File: config.mk
export PLATFORM = sky130hd
export DESIGN_NAME = q16a_mul
export DESIGN_NICKNAME = d
export VERILOG_FILES = /design/src/sv/q16a_pkg.sv /design/src/sv/q16a_mul.sv
export SDC_FILE = /design/constraint.sdc
export NUM_CORES = 2
export LEC_CHECK = 0
export BUFFER_PORTS_ARGS = -buffer_cell sky130_fd_sc_hd__buf_2
export CAP_MARGIN = 20
export CORE_ASPECT_RATIO = 1.75
export CORE_UTILIZATION = 42
export CTS_BUF_LIST = sky130_fd_sc_hd__clkbuf_16
export DETAILED_ROUTE_END_ITERATION = 10
export GPL_TIMING_DRIVEN = 0
export PLACE_DENSITY = 0.67
export SETUP_SLACK_MARGIN = 0.02
export SYNTH_ARGS = -nofsm -noshare
export SYNTH_HDL_FRONTEND = slang
export SYNTH_SLANG_ARGS = --single-unit
File: constraint.sdc
create_clock -name clk -period 10 [get_ports clk]
set_clock_uncertainty 0.15 [all_clocks]
set_input_delay 1.5 -clock clk [delete_from_list [all_inputs] [get_ports clk]]
set_output_delay 1.5 -clock clk [all_outputs]
set_load 0.02 [all_outputs]
File: src/sv/q16a_pkg.sv
`default_nettype none

package q16a_pkg;

  localparam int WORD_W         = 32;
  localparam int Q16A_FRAC_BITS = 16;

  localparam logic [WORD_W-1:0] SAT_MAX = {1'b0, {(WORD_W-1){1'b1}}};
  localparam logic [WORD_W-1:0] SAT_MIN = {1'b1, {(WORD_W-1){1'b0}}};

  typedef enum logic [2:0] {
    MODE_ADD      = 3'd0,
    MODE_SUB      = 3'd1,
    MODE_MUL_SAT  = 3'd2,
    MODE_MUL_WRAP = 3'd3,
    MODE_DIV      = 3'd4
  } mode_t;

  typedef struct packed {
    mode_t             mode;
    logic [WORD_W-1:0] res;
    logic              neg;
    logic              bzero;
  } aux_t;

  function automatic logic [WORD_W-1:0] sat_wide(input logic [WORD_W:0] v);
    logic [WORD_W-1:0] r;
    if (v[WORD_W] != v[WORD_W-1]) begin
      r = v[WORD_W] ? SAT_MIN : SAT_MAX;
    end else begin
      r = v[WORD_W-1:0];
    end
    return r;
  endfunction

endpackage

`default_nettype wire

File: src/sv/q16a_mul.sv
`default_nettype none

module q16a_mul #(
  parameter int FRAC_BITS = q16a_pkg::Q16A_FRAC_BITS
) (
  input  wire logic                             clk,
  input  wire logic                             en,
  input  wire logic signed [q16a_pkg::WORD_W-1:0] a,
  input  wire logic signed [q16a_pkg::WORD_W-1:0] b,
  output logic             [q16a_pkg::WORD_W-1:0] sat_r,
  output logic             [q16a_pkg::WORD_W-1:0] wrap_r
);
  import q16a_pkg::*;

  localparam int PW = 2 * WORD_W;

  logic signed [PW-1:0] product_r;
  logic signed [PW-1:0] shifted;
  logic                 in_range;
  logic [WORD_W-1:0]    sat_nxt;

  always_ff @(posedge clk) begin
    if (en) begin
      product_r <= a * b;
    end
  end

  always_comb begin
    shifted  = product_r >>> FRAC_BITS;
    in_range = (&shifted[PW-1:WORD_W-1]) || !(|shifted[PW-1:WORD_W-1]);
    if (in_range) begin
      sat_nxt = shifted[WORD_W-1:0];
    end else begin
      sat_nxt = shifted[PW-1] ? SAT_MIN : SAT_MAX;
    end
  end

  always_ff @(posedge clk) begin
    if (en) begin
      sat_r  <= sat_nxt;
      wrap_r <= shifted[WORD_W-1:0];
    end
  end

endmodule

`default_nettype wire

Word level (Yosys, flattened, before mapping)

Index checks and enable logic that the tools add are counted.

Register bits after elaboration: 128
Word-level logic and storage cells: 10

Multipliers: 1
Multiplexer cells: 2
Reduce and logical (&&, ||, !) cells: 4

Operator list:

| kind               | count |
|---|---|
| $mul A32 B32 Y64   | 1 |
| $mux W32           | 2 |
| $reduce_and A17 Y1 | 1 |
| $reduce_or A17 Y1  | 1 |
| $logic_not A1 Y1   | 1 |
| $logic_or A1 B1 Y1 | 1 |

Depth between registers and ports, before layout

Word-level depth: 4
Depth in mapped cells: 27
Mapped depth without buffers: 26

Least setup slack after synthesis

Ideal clock, no wire load.

Path kind: input port to flip-flop
Start point: in b[2] (netlist bit)
End point: reg product_r[62], data pin
Setup time: 267 ps
Arrival time: 8495 ps
Required time: 9583 ps
Slack: 1089 ps
Stages on the path: 23
Cells stage by stage: clkbuf_1 > nand2_1 > inv_1 > fa_1 > fa_1 > fa_1 > fa_1 > inv_1 > fa_1 > inv_1 > fa_1 > inv_1 > fa_1 > inv_1 > fa_1 > ha_1 > a21o_1 > a21o_1 > a21oi_1 > nor3b_1 > a22oi_4 > a211oi_1 > a211oi_2

Word-level cells in the longest chain between the ends: 1

Ends and longest elaborated chain:

| item                 | line           | source |
|---|---|---|
| from (decl)          | q16a_mul.sv:9  | `input wire logic signed [q16a_pkg::WORD_W-1:0] b,` |
| $mul A32 B32 Y64     | q16a_mul.sv:24 | `product_r <= a * b;` |
| to (signal assigned) | q16a_mul.sv:24 |  |
| to (decl)            | q16a_mul.sv:17 | `logic signed [PW-1:0] product_r;` |

No other way between the ends.
A chain may end at the register's enable or synchronous reset.

Worst setup path in the final report

Start point: in a[28] (netlist bit)
End point: reg product_r[62], data pin

Word-level cells in the longest chain between the ends: 1

Ends and longest elaborated chain:

| item             | line           | source |
|---|---|---|
| from (decl)      | q16a_mul.sv:8  | `input wire logic signed [q16a_pkg::WORD_W-1:0] a,` |
| $mul A32 B32 Y64 | q16a_mul.sv:24 |  |

No other way between the ends.

==> metrics.csv <==
stage;metric;value;unit
clock_tree;clock_sinks;112;
clock_tree;path_clk_slew;0.08;ns
cells_and_area;final_common_cell;fa_1;
setup_path;cp_max_fo;10;
clock_tree;cts_buffer_depth;2;
placed_design;place.gp.congestion;1.07;
route;vias_per_cell;5.46;
global_routing;grt.overflow.total;0;
route;vias;29247;
cells_and_area;instances_no_fill;5355;
min_path;hold_path_class;register to register;
timing;hold_viol;0;
global_routing;grt_usage;35.7;%
setup_path;end_kind;register;
cells_and_area;area_delta_synth_final;7.62;%
timing;period_share;99.3;%
clock_tree;clk_latency;0.35;ns
placed_design;placedCellCount;5306;
timing;fmax;0.101;GHz
floorplanning;start_util;42.3;%
floorplanning;die_area;94700;um2
timing;rsz0062_at_grt;yes;
placed_design;io_buffers;129;
synthesis;syn_inst;3973;
global_routing;antenna_found_initial;22;
timing;worst_slew_pin_slew;1.22;ns
synthesis;synthDistinctLibCells;46;
timing;max_slew_margin;18.9;%
setup_path;path_common_cell;fa_1;
synthesis;yosysSeqAreaShare;8.57;%
global_routing;grt_pass1_vias;32548;
floorplanning;core_area;92800;um2
route;wl_per_cell;30.1;um
clock_tree;cts_buffers;9;
synthesis;syn-num-nets;5300;
floorplanning;rows;148;
timing;setup_viol;0;
setup_path;critPathLaunchType;input port;
placed_design;place_hpwl;134000;um
floorplanning;die_width;233;um
clock_tree;cts-hold-fix-buffers;0;
synthesis;synth_edf_count;112;
global_routing;grt_pass1_wl;227000;um
cells_and_area;final_net_count;5468;
synthesis;avgSynthCellArea;9.88;um2
route;drt-total-wl;161000;um
setup_path;cp_slowest_cell;fa_1;
setup_path;crit_arrival;9.95;ns
setup_path;crit_chain;buf_2, clkbuf_1, and2_1, fa_1, fa_1, fa_1, fa_1, fa_1, fa_1, fa_1, fa_1, ha_1, and3_2, nand2_1, or3_4, a2111oi_4, o21ai_2, a211o_1, a22oi_4, a211oi_1, a211oi_2;
floorplanning;dieHeight;406;um
clock_tree;ctsHtreeMaxLevel;3;
floorplanning;io_pins;130;
timing;drv_slew;0;
global_routing;grt_start_max_net_pins;62;
outcome;status;completed;
route;drt_pre_antenna_iters;5;
synthesis;synth_flop_cell;edfxtp_1;
route;drtIter0Drc;2016;
route;drc;0;
synthesis;ys_ff_latch;112;
run;maxCapViolCount;0;
cells_and_area;layout_common_cells;1,072 x fa_1, 994 x inv_1, 515 x nand2_1;
clock_tree;clock-root-buffer;clkbuf_16;
setup_path;critPathKind;input port to register;
synthesis;synth_area;39200;um2
timing;period_needed;9.93;ns
route;ant_nets;0;
setup_path;cp.required;10.02;ns
synthesis;synth_warnings;0;
synthesis;async_flop_share;0;%
cells_and_area;post_route_cells_drive_above_1_share;6.30;%
setup_path;max_stage_delay;0.88;ns
clock_tree;cts_tree;done;
## critical path, delay by kind of cell
kind / cells / cell delay [ns]
and+or+nand+nor: 4 / 1.05
buffers and inverters: 2 / 1.00
adders and majority gates: 9 / 4.85
AOI/OAI and AO/OA: 6 / 1.49
## path summary, 6_finish.rpt
kind | from | to | slack, ns | cells past startpoint
setup / recovery | a[28] | product_r[62]$_DFFE_PP_ | 0.07 | 21
hold / removal | product_r[46]$_DFFE_PP_ | wrap_r[30]$_DFFE_PP_ | 0.30 | 0
setup reg to reg | product_r[47]$_DFFE_PP_ | sat_r[12]$_DFFE_PP_ | 7.70 | 6
hold reg to reg | product_r[46]$_DFFE_PP_ | wrap_r[30]$_DFFE_PP_ | 0.30 | 0
## cell type report
type | instances | area [um2]
diodes | 9 | 22.5
plain buffers | 200 | 848
clock buffers | 9 | 225
clock inverters | 7 | 67.6
fillers | 8894 | 50500
inverters | 996 | 3750
multi-input cells | 2659 | 31400
flip-flops and latches | 112 | 3360
well taps | 1200 | 1500
repair buffers | 163 | 1040
## cells by family (layout without fill, tap and decap cells)
family / Yosys count / after routing / share of synthesized area (%)
flip-flops: 112 / 112 / 8.57
other: 0 / 9 / 0
XOR/XNOR: 62 / 62 / 1.38
AO/OA/AOI/OAI: 200 / 200 / 3.19
adder cells (fa/ha/maj): 1261 / 1261 / 60.9
AND/OR/NAND/NOR: 1136 / 1136 / 14.5
buffers and inverters: 1202 / 1375 / 11.5
## timing repair
| action | 4_1_cts | 5_1_grt |
|---|---|---|
| resized for setup | 16 | 162 |
| pin swaps | 0 | 3 |
| setup buffers | 0 | 21 |
| endpoints found under the hold margin | 0 | 0 |
| setup endpoints to repair | 15 | 19 |
## flip-flops by register name, indices dropped and copies added (netlist names)
signal / cells
product_r: 48
wrap_r: 32
sat_r: 32
## cell usage after synthesis (3+ instances only)
| cell | number | area, um2 |
|---|---|---|
| a21oi_1 | 56 | 280 |
| edfxtp_1 | 112 | 3360 |
| clkbuf_1 | 206 | 773 |
| and2_1 | 509 | 3180 |
| a21o_1 | 26 | 195 |
| nand2b_1 | 11 | 68.8 |
| nor2_1 | 54 | 203 |
| a31oi_1 | 6 | 37.5 |
| nor2b_1 | 3 | 18.8 |
| nor3_1 | 5 | 25.0 |
| nor4_1 | 5 | 31.3 |
| o21a_1 | 4 | 30.0 |
| xor2_1 | 23 | 201 |
| ha_1 | 180 | 2250 |
| and3_1 | 5 | 31.3 |
| o21ai_1 | 7 | 35.0 |
| xnor2_1 | 39 | 342 |
| inv_1 | 996 | 3740 |
| fa_1 | 1081 | 21600 |
| nand3_1 | 10 | 50.1 |
| nand2_1 | 515 | 1930 |
| a211o_1 | 3 | 26.3 |
| nand4_1 | 11 | 68.8 |
| o21ai_0 | 58 | 290 |
| a211oi_1 | 11 | 82.6 |
| o21bai_1 | 10 | 75.1 |
## stage by stage
stage               util, %  hold WS (ns)  area (um2)    TNS, ns  setup slack, ns
CTS                    45.0         0.296       41800          0           0.0314
global placement       44.6         0.282       41400     -12.48            -1.16
detailed placement     44.7         0.282       41500     -13.29            -1.20
floorplan                 -         0.276       39200          0             1.09
finish                 45.5         0.295       42200          0           0.0722
global route           45.5         0.301       42200  -0.000579        -0.000579
## routing by layer
layer | global-route usage [%] | up-vias | routed length (um) | share of wire [%]
met5 | 0 | - | 77 | 0.048
met2 | 59.6 | 1575 | 78700 | 49
met1 | 33.2 | 15181 | 44600 | 28
met4 | 41.5 | 12 | 25000 | 15
li1 | - | 11722 | - | -
met3 | 8.33 | 757 | 13000 | 8.1
Power is left out: the tool's default activity adds up to more than one toggle a clock period on the data nets, which glitch-free logic cannot reach.
